$ cat src/rtl/mps_pkg.sv
// Shared constants and types for the multi-strategy process scheduler.
// No dependencies.
package mps_pkg;

    localparam int NumSlotsDef = 8;
    localparam int AgeWidthDef = 16;
    localparam int SlotW       = 3;
    localparam int PrioW       = 8;

    // command codes
    localparam logic [1:0] CMD_START = 2'd0;
    localparam logic [1:0] CMD_READY = 2'd1;
    localparam logic [1:0] CMD_TICK  = 2'd2;

    // strategy codes
    localparam logic [1:0] STRAT_EVEN  = 2'd0;
    localparam logic [1:0] STRAT_RTC   = 2'd1;
    localparam logic [1:0] STRAT_RR    = 2'd2;
    localparam logic [1:0] STRAT_AGING = 2'd3;

    // control from sequencer into the cell chain
    typedef struct packed {
        logic       shift;      // rotate chain one place
        logic       age_step;   // head cell adds its priority to its age
        logic       write;      // head cell takes a command
        logic       start;      // command is start (else set ready)
        logic       rdy;        // new ready flag
        logic       clr_ages;   // clear all ages
        logic       win_load;   // head cell: age := priority
    } mps_ctrl_t;

endpackage

$ cat src/rtl/mps_cell.sv
// One slot cell of the rotating slot table: ready flag, priority and age.
// Depends on mps_pkg.
module mps_cell #(
    parameter int AGE_WIDTH = mps_pkg::AgeWidthDef
) (
    input  logic                     clk,
    input  logic                     rst_n,
    input  mps_pkg::mps_ctrl_t       ctrl,
    input  logic                     is_head,
    input  logic                     age_en,
    input  logic [mps_pkg::PrioW-1:0] prio_in,
    input  logic                     rdy_in,
    input  logic [AGE_WIDTH-1:0]     age_in,
    output logic                     rdy_out,
    output logic [mps_pkg::PrioW-1:0] prio_out,
    output logic [AGE_WIDTH-1:0]     age_out
);
    localparam logic [AGE_WIDTH-1:0] AgeMax = '1;

    logic                      rdy_reg, rdy_next;
    logic [mps_pkg::PrioW-1:0] prio_reg, prio_next;
    logic [AGE_WIDTH-1:0]      age_reg, age_next;
    logic [AGE_WIDTH:0]        sum;
    logic [AGE_WIDTH-1:0]      age_aged;

    // saturating age step
    assign sum = {1'b0, age_reg} + {{(AGE_WIDTH+1-mps_pkg::PrioW){1'b0}}, prio_reg};

    // the head steps its age on the way out, since it shifts in the same cycle
    assign age_aged = (is_head && ctrl.age_step && age_en && rdy_reg)
                    ? (sum[AGE_WIDTH] ? AgeMax : sum[AGE_WIDTH-1:0]) : age_reg;

    always_comb
    begin
        rdy_next  = rdy_reg;
        prio_next = prio_reg;
        age_next  = age_reg;
        if (is_head && ctrl.write)
        begin
            rdy_next = ctrl.rdy;
            if (ctrl.start)
            begin
                rdy_next  = 1'b1;
                prio_next = prio_in;
                age_next  = '0;
            end
        end
        if (is_head && ctrl.win_load)
            age_next = {{(AGE_WIDTH-mps_pkg::PrioW){1'b0}}, prio_reg};
        if (ctrl.clr_ages)
            age_next = '0;
        if (ctrl.shift)
        begin
            rdy_next  = rdy_in;
            prio_next = prio_in;
            age_next  = ctrl.clr_ages ? '0 : age_in;
        end
    end

    always_ff @(posedge clk or negedge rst_n)
    begin
        if (!rst_n)
        begin
            rdy_reg  <= 1'b0;
            prio_reg <= '0;
            age_reg  <= '0;
        end
        else
        begin
            rdy_reg  <= rdy_next;
            prio_reg <= prio_next;
            age_reg  <= age_next;
        end
    end

    assign rdy_out  = rdy_reg;
    assign prio_out = prio_reg;
    assign age_out  = age_aged;
endmodule

$ cat src/rtl/multi_strategy_process_scheduler.sv
// Top level of the multi-strategy process scheduler: sequencer and cell ring.
// Depends on mps_pkg and mps_cell.
//
// The slot table is a ring of NUM_SLOTS cells that rotates one place per
// cycle while it shifts; the slot sitting in the head cell is tracked by a
// pointer. Every item is first accepted in the idle state. A start or
// set-ready command then rotates the wanted slot to the head and writes it.
// A schedule tick makes one full revolution of the ring and then a decision
// step; inactive aging with a ready slot, and round robin falling back to
// idle slot 0, then rotate the chosen slot to the head. The decision step
// stalls while an earlier result still waits in the output register. A
// strategy write selecting round robin then brings the current slot to the
// head and loads the time slice. One item is in flight at a time; the
// result sits in an output register while later items are taken.
module multi_strategy_process_scheduler #(
    parameter int NUM_SLOTS = mps_pkg::NumSlotsDef,
    parameter int AGE_WIDTH = mps_pkg::AgeWidthDef
) (
    input  logic        clk,
    input  logic        rst_n,
    input  logic        in_valid,
    output logic        in_ready,
    input  logic [1:0]  cmd,
    input  logic [2:0]  slot,
    input  logic        ready_req,
    input  logic [7:0]  priority_req,
    output logic        out_valid,
    input  logic        out_ready,
    output logic [2:0]  next_process,
    input  logic        cfg_valid,
    output logic        cfg_ready,
    input  logic [1:0]  cfg_data
);
    localparam int IW = $clog2(NUM_SLOTS);
    localparam int PW = mps_pkg::PrioW;
    localparam logic [IW-1:0] LastIdx = IW'(NUM_SLOTS - 1);

    typedef enum logic [2:0] {S_IDLE, S_CMD, S_SCAN, S_WIN, S_DONE} state_t;

    state_t              state_reg;
    logic [1:0]          strat_reg;
    logic [IW-1:0]       head_reg;     // slot currently in the head cell
    logic [IW-1:0]       cur_reg;
    logic [PW-1:0]       slice_reg;
    logic [1:0]          cmd_reg;
    logic [2:0]          slot_reg;
    logic                rdy_reg;
    logic [PW-1:0]       prio_reg;
    logic [IW:0]         cnt_reg;
    logic                out_valid_reg;
    logic [2:0]          out_reg;
    logic                cfg_pend_reg;  // strategy 2 write: load slice from head scan
    // scan results
    logic                ev_found_reg;
    logic [IW-1:0]       ev_best_reg;  // first ready slot other than 0 after cur in cyclic order
    logic [IW-1:0]       ev_dist_reg;
    logic [PW-1:0]       ev_prio_reg;
    logic                cur_rdy_reg;
    logic                ag_found_reg;
    logic [IW-1:0]       ag_best_reg;
    logic [AGE_WIDTH-1:0] ag_age_reg;
    logic [PW-1:0]       ag_prio_reg;

    mps_pkg::mps_ctrl_t  ctrl;
    logic [NUM_SLOTS-1:0]  c_rdy;
    logic [PW-1:0]         c_prio [NUM_SLOTS];
    logic [AGE_WIDTH-1:0]  c_age  [NUM_SLOTS];

    // ring of cells; cell 0 is the head, data moves from cell k+1 to k
    for (genvar k = 0; k < NUM_SLOTS; k++)
    begin : g_cell
        localparam int Nx = (k + 1) % NUM_SLOTS;
        mps_cell #(.AGE_WIDTH(AGE_WIDTH)) u_cell (
            .clk      (clk),
            .rst_n    (rst_n),
            .ctrl     (ctrl),
            .is_head  (k == 0),
            .age_en   (head_reg != cur_reg),
            .prio_in  ((k == 0 && !ctrl.shift) ? prio_reg : c_prio[Nx]),
            .rdy_in   (c_rdy[Nx]),
            .age_in   (c_age[Nx]),
            .rdy_out  (c_rdy[k]),
            .prio_out (c_prio[k]),
            .age_out  (c_age[k])
        );
    end

    // head age as it will be after the aging step this cycle (stepped in the cell)
    logic [AGE_WIDTH-1:0] h_age;
    logic [IW-1:0]        h_next, cyc_dist;
    logic                 slot_ok;
    assign h_age = c_age[0];
    assign h_next = (head_reg == LastIdx) ? '0 : head_reg + 1'b1;
    // cyclic distance of head after cur over slots 1..N-1
    always_comb
    begin
        if (head_reg > cur_reg)
            cyc_dist = head_reg - cur_reg;
        else
            cyc_dist = IW'(head_reg + LastIdx - cur_reg);
    end
    assign slot_ok = ({{(32-3){1'b0}}, slot_reg} < NUM_SLOTS);

    // decision and result timing
    logic done_go, win_hit, to_win, res_set;
    assign done_go = (state_reg == S_DONE) && (!out_valid_reg || out_ready);
    assign win_hit = (state_reg == S_WIN) && (head_reg == ag_best_reg);
    assign to_win  = (strat_reg == mps_pkg::STRAT_RR && slice_reg == '0 && !ev_found_reg)
                  || (strat_reg == mps_pkg::STRAT_AGING && ag_found_reg);
    assign res_set = (done_go && !to_win) || win_hit;

    always_comb
    begin
        ctrl = '0;
        ctrl.rdy   = rdy_reg;
        ctrl.start = (cmd_reg == mps_pkg::CMD_START);
        ctrl.clr_ages = cfg_valid && cfg_ready && (cfg_data == mps_pkg::STRAT_AGING);
        unique case (state_reg)
            S_IDLE:
            begin
                // bring the current slot to the head for the slice load
                if (cfg_pend_reg && head_reg != cur_reg)
                    ctrl.shift = 1'b1;
            end
            S_CMD:
            begin
                if (!slot_ok)
                    ctrl.write = 1'b0;
                else if (head_reg == IW'(slot_reg))
                    ctrl.write = 1'b1;
                else
                    ctrl.shift = 1'b1;
            end
            S_SCAN:
            begin
                ctrl.shift    = 1'b1;
                ctrl.age_step = (strat_reg == mps_pkg::STRAT_AGING);
            end
            S_WIN:
            begin
                // age reload only under aging; round robin just reads the priority
                if (head_reg != ag_best_reg)
                    ctrl.shift = 1'b1;
                else
                    ctrl.win_load = (strat_reg == mps_pkg::STRAT_AGING);
            end
            default: ;
        endcase
    end

    assign in_ready  = (state_reg == S_IDLE) && !cfg_pend_reg && !cfg_valid;
    assign cfg_ready = (state_reg == S_IDLE) && !cfg_pend_reg;
    assign out_valid = out_valid_reg;
    assign next_process = out_reg;

    // sequencer
    always_ff @(posedge clk or negedge rst_n)
    begin
        if (!rst_n)
        begin
            state_reg     <= S_IDLE;
            strat_reg     <= mps_pkg::STRAT_EVEN;
            head_reg      <= '0;
            cur_reg       <= '0;
            slice_reg     <= '0;
            out_valid_reg <= 1'b0;
            cfg_pend_reg  <= 1'b0;
            cnt_reg       <= '0;
        end
        else
        begin
            out_valid_reg <= res_set || (out_valid_reg && !out_ready);
            if (ctrl.shift)
                head_reg <= h_next;
            unique case (state_reg)
                S_IDLE:
                begin
                    if (cfg_pend_reg)
                    begin
                        // slice load waits until cur slot is at head
                        if (head_reg == cur_reg)
                        begin
                            slice_reg    <= c_prio[0];
                            cfg_pend_reg <= 1'b0;
                        end
                    end
                    else if (cfg_valid)
                    begin
                        strat_reg <= cfg_data;
                        if (cfg_data == mps_pkg::STRAT_RR)
                            cfg_pend_reg <= 1'b1;
                    end
                    else if (in_valid)
                    begin
                        cmd_reg  <= cmd;
                        slot_reg <= slot;
                        rdy_reg  <= ready_req;
                        prio_reg <= priority_req;
                        if (cmd == mps_pkg::CMD_START || cmd == mps_pkg::CMD_READY)
                            state_reg <= S_CMD;
                        else if (cmd == mps_pkg::CMD_TICK)
                        begin
                            state_reg    <= S_SCAN;
                            cnt_reg      <= '0;
                            ev_found_reg <= 1'b0;
                            ag_found_reg <= 1'b0;
                            cur_rdy_reg  <= 1'b0;
                        end
                    end
                end
                S_CMD:
                begin
                    if (!slot_ok || head_reg == IW'(slot_reg))
                        state_reg <= S_IDLE;
                end
                S_SCAN:
                begin
                    // head slot is observed, then ring rotates
                    if (head_reg == cur_reg)
                        cur_rdy_reg <= c_rdy[0];
                    if (c_rdy[0] && head_reg != '0
                        && (!ev_found_reg || cyc_dist < ev_dist_reg))
                    begin
                        ev_found_reg <= 1'b1;
                        ev_best_reg  <= head_reg;
                        ev_dist_reg  <= cyc_dist;
                        ev_prio_reg  <= c_prio[0];
                    end
                    // oldest wins, then higher priority, then lower slot
                    if (c_rdy[0] && (!ag_found_reg || h_age > ag_age_reg
                        || (h_age == ag_age_reg && (c_prio[0] > ag_prio_reg
                            || (c_prio[0] == ag_prio_reg && head_reg < ag_best_reg)))))
                    begin
                        ag_found_reg <= 1'b1;
                        ag_best_reg  <= head_reg;
                        ag_age_reg   <= h_age;
                        ag_prio_reg  <= c_prio[0];
                    end
                    cnt_reg <= cnt_reg + 1'b1;
                    if (cnt_reg == (IW+1)'(NUM_SLOTS - 1))
                        state_reg <= S_DONE;
                end
                S_DONE:
                begin
                    // scan began at head, so head is back at start now;
                    // wait here while the previous result is still held
                    if (done_go)
                    begin
                        state_reg <= to_win ? S_WIN : S_IDLE;
                        case (strat_reg)
                            mps_pkg::STRAT_RTC:
                            begin
                                if (cur_rdy_reg)
                                    out_reg <= 3'(cur_reg);
                                else
                                begin
                                    out_reg <= ev_found_reg ? 3'(ev_best_reg) : 3'd0;
                                    cur_reg <= ev_found_reg ? ev_best_reg : '0;
                                end
                            end
                            mps_pkg::STRAT_RR:
                            begin
                                if (slice_reg != '0)
                                begin
                                    slice_reg <= slice_reg - 1'b1;
                                    out_reg   <= 3'(cur_reg);
                                end
                                else if (ev_found_reg)
                                begin
                                    out_reg   <= 3'(ev_best_reg);
                                    cur_reg   <= ev_best_reg;
                                    slice_reg <= (ev_prio_reg != '0) ? ev_prio_reg - 1'b1 : '0;
                                end
                                else
                                begin
                                    // idle slot 0: fetch its priority at the head
                                    out_reg     <= 3'd0;
                                    cur_reg     <= '0;
                                    ag_best_reg <= '0;
                                end
                            end
                            mps_pkg::STRAT_AGING:
                            begin
                                if (ag_found_reg)
                                begin
                                    out_reg <= 3'(ag_best_reg);
                                    cur_reg <= ag_best_reg;
                                end
                                else
                                begin
                                    out_reg <= 3'd0;
                                    cur_reg <= '0;
                                end
                            end
                            default:
                            begin
                                out_reg <= ev_found_reg ? 3'(ev_best_reg) : 3'd0;
                                cur_reg <= ev_found_reg ? ev_best_reg : '0;
                            end
                        endcase
                    end
                end
                S_WIN:
                begin
                    // rotate the chosen slot to the head
                    if (win_hit)
                    begin
                        if (strat_reg == mps_pkg::STRAT_RR)
                            slice_reg <= (c_prio[0] != '0) ? c_prio[0] - 1'b1 : '0;
                        state_reg <= S_IDLE;
                    end
                end
                default: state_reg <= S_IDLE;
            endcase
        end
    end
endmodule

$ cat config.mk
export PLATFORM = sky130hd
export DESIGN_NAME = multi_strategy_process_scheduler
export DESIGN_NICKNAME = d
export VERILOG_FILES = /design/src/rtl/mps_pkg.sv /design/src/rtl/mps_cell.sv /design/src/rtl/multi_strategy_process_scheduler.sv
export SDC_FILE = /design/constraint.sdc
export NUM_CORES = 1
export LEC_CHECK = 0
export ABC_CLOCK_PERIOD_IN_PS = 8500
export CORE_MARGIN = 5
export CORE_UTILIZATION = 50
export CTS_BUF_LIST = sky130_fd_sc_hd__clkbuf_2 sky130_fd_sc_hd__clkbuf_4 sky130_fd_sc_hd__clkbuf_8
export CTS_CLUSTER_SIZE = 28
export DETAILED_ROUTE_END_ITERATION = 16
export DONT_BUFFER_PORTS = 1
export PLACE_DENSITY = 0.75
export SLEW_MARGIN = 25
export SYNTH_ARGS = -nofsm -noshare
export SYNTH_HDL_FRONTEND = slang
export SYNTH_SLANG_ARGS = --single-unit
$ cat constraint.sdc
create_clock -name clk -period 8.5 [get_ports clk]
set_clock_uncertainty 0.1 [all_clocks]
set_input_delay 1.7 -clock clk [delete_from_list [all_inputs] [get_ports clk]]
set_output_delay 1.7 -clock clk [all_outputs]
set_load 0.01 [all_outputs]
==> summary.md <==
| Metric | Value |
|---|---|
| Synth cell types | `66` |
| Largest net degree at the start of global routing | `230` |
| DRT Pass-1 Iters | `5` |
| Initial DRC count | `869` |
| DRC Markers | `0` |
| Postcts setup bufs | `0` |
| Crit Reg-Reg Startpoint | `g_cell[0].u_cell.prio_out[0]` |
| Register area share after synthesis | `55.3%` |
| Share of layout cells above drive strength 1 | `8.10%` |
| Post-CTS Resized | `0` |
| Setup violations, final | `0` |
| Area after DPL | `0.0136 mm^2` |
| Area Overhead vs Synth | `9.06%` |
| Num CTS Buffers | `46` |
| Crit Path Max Fanout | `17` |
| Relative slew slack | `40.4%` |
| Synth Flop Type | `dfrtp_1` |
| Routability cong. | `0.883` |
| CP arrival | `5580 ps` |
| Non-filler cells, final | `1773` |
| Port bufs | `0` |
| Worst Setup EP | `ag_prio_reg[4]` |
| CTS sink count | `286` |
| CTS Buffer Depth | `3` |
| Ys async rst share | `78.7%` |
| Max-capacitance violation count | `0` |
| Outcome | `finished, final reports clean` |
| CORE AREA | `0.0267 mm^2` |
| Clock root cell | `clkbuf_8` |
| Layout Nets | `1470` |
| Most frequent cells in the layout | `nand2_1 (429), dfrtp_1 (225), a21oi_1 (143), edfxtp_1 (61)` |
| Post-Syn Nets | `1487` |
| Skew-Pair Late Insertion Delay | `570 ps` |
| Fmax | `184 MHz` |
| Setup TNS | `0 ps` |
| Gate count of the mapped netlist | `1413` |
| Global route overflow | `0` |
| PwrDens | `387 mW/mm^2` |
| Post-synth EDFFs | `61` |
| Crit path launch | `g_cell[0].u_cell.prio_out[0]` |
| Initial antenna violation count | `1` |
| Hold_ws | `365 ps` |
| First-pass GRT wire length | `47.7 mm` |
| Final instance area | `0.0147 mm^2` |
| Post-Syn Area | `0.0135 mm^2` |
| Cell leakage power | `6.92 nW` |
| Routed Antenna Nets | `0` |
| Total routed wirelength | `27.9 mm` |
| H-tree levels | `2` |
| Minimum clock period | `5440 ps` |
| CTS tree | `done` |
| Final Util | `55.0%` |
| Final Hold Fails | `0` |
| Fill cells | `2299` |
| Initial Utilization | `50.5%` |
| Die height | `174 um` |
| Seq cells post-synth | `286` |
| WS Path Type | `register to register` |
| Placed Cells | `1687` |
| CP Data Required Time | `8640 ps` |
| CP endpoint kind | `register` |
| Yosys synthesis warning count | `0` |
| Commonest non-fill, non-tap cell in the layout | `nand2_1` |
| Die ar. | `0.0304 mm^2` |
| Std-Cell Rows | `60` |
| # IOs | `27` |
| Vias per cell | `5.61` |
| R2R Setup Slk | `3060 ps` |
| Vias | `9955` |
| # diodes | `0` |
| Final Cycle Share | `64.0%` |
| Startpoint Class | `register` |
| RSZ-0062 raised after global routing | `false` |
| Largest register FFs | `128` |
| Worst reg2reg path depth | `14` |
| Min-Delay Path Class | `register to register` |
| Syn_area_per_cell | `9.55 um^2` |
| Worst Max-Slew Pin Slew | `894 ps` |
| Hold buffer count at CTS | `0` |
| Global Route Usage Sum | `18.5%` |
| Vias in the first global route | `9676` |
| Post-DP HPWL | `17.8 mm` |
| WL/cell | `15.7 um` |
| DIE WIDTH | `174 um` |
| Peak VDD IR | `0.291 mV` |
| CTS clock-pin slew for the worst setup and hold paths | `60 ps` |
| Pins Over Slew Limit | `0` |
| Crit Reg-Reg Endpoint | `ag_prio_reg[4]` |
-- Yosys cell counts (all sizes together) (6+ instances only) --
cell      n  area share (%)
a211oi    6            0.33
a21o     13            0.72
a21oi   144             5.3
a22o     24             1.6
a31oi    11            0.51
and3     11            0.55
buf      39             1.7
clkbuf   39             1.1
dfrtp   225              42
edfxtp   61              14
ha       50             4.6
inv      59             1.7
mux2i    12            0.89
nand2   429              12
nand2b    8            0.37
nand3    19            0.70
nand4    11            0.62
nor2     51             1.6
nor2b     7            0.32
nor3     26            0.96
o21ai    48             1.8
o22ai     8            0.37
o31ai     9            0.50
or3      10            0.46
xnor2     6            0.39
xor2     12            0.78
-- how the worst min path moves through the flow --
stage                                       from                      endpoint  slack, ps  cells after the start
floorplan           g_cell[1].u_cell.prio_out[0]  g_cell[1].u_cell.prio_out[0]        340                      2
global placement    g_cell[5].u_cell.prio_out[4]  g_cell[5].u_cell.prio_out[4]        350                      2
detailed placement  g_cell[1].u_cell.prio_out[2]  g_cell[1].u_cell.prio_out[2]        360                      2
CTS                     g_cell[3].u_cell.rdy_out      g_cell[3].u_cell.rdy_out        370                      2
global route        g_cell[5].u_cell.prio_out[6]  g_cell[5].u_cell.prio_out[6]        390                      2
finish              g_cell[5].u_cell.prio_out[3]  g_cell[5].u_cell.prio_out[3]        360                      2
-- report_power, final --
group          leakage, nW  switching, W  internal [W]
clock                0.544      0.000539      0.000728
combinational         2.76       0.00143      0.000737
sequential            3.61      0.000359       0.00190
total                 6.92       0.00233       0.00337
-- layout make-up --
cell class	count	area (um^2)	share of cell area (%)
flip-flops and latches	286	7460	50.7
well taps	341	427	2.90
clock inverters	8	80.1	0.544
repair buffers	13	141	0.961
clock buffers	76	933	6.34
multi-input cells	990	5440	37.0
inverters	59	226	1.54
-- through the flow --
stage	setup slack (ps)	total power (W)
after floorplan	3200	0.00391
after global placement	3260	0.00430
after detailed placement	3130	0.00439
after CTS	3110	0.00568
after global routing	2700	0.00615
final	3060	0.00570
-- critical path: stages, from the launching register on --
cell,delay [ps]
dfrtp_1,480
ha_1,270
fa_1,450
a211oi_1,340
o21ai_0,160
a31oi_1,560
nor2_1,280
or3_1,420
o21a_1,140
ha_1,300
nand4_1,130
nor4_1,570
nor2b_1,150
a21oi_2,420
buf_4,340
-- routing by layer --
layer | GRT usage, % | part of all wire [%] | vias up
met2 | 28.5 | 46 | 261
met3 | 3.89 | 5.7 | 70
met5 | 0 | 0.047 | -
met4 | 6.00 | 2.8 | 2
li1 | - | - | 4822
met1 | 26.4 | 46 | 4800
-- cells by family (layout without fill, tap and decap cells) --
| group | count (synthesis) | count (layout) | share of synthesized area, % |
|---|---|---|---|
| DFF | 286 | 286 | 55.3 |
| buffers and inverters | 137 | 156 | 4.50 |
| muxes | 15 | 15 | 1.14 |
| and+or+nand+nor | 602 | 602 | 19.1 |
| xor gates and xnor gates | 18 | 18 | 1.17 |
| adders and majority gates | 53 | 53 | 5.08 |
| AOI/OAI and AO/OA | 302 | 302 | 13.6 |
Power figures use the tool's default switching activity.
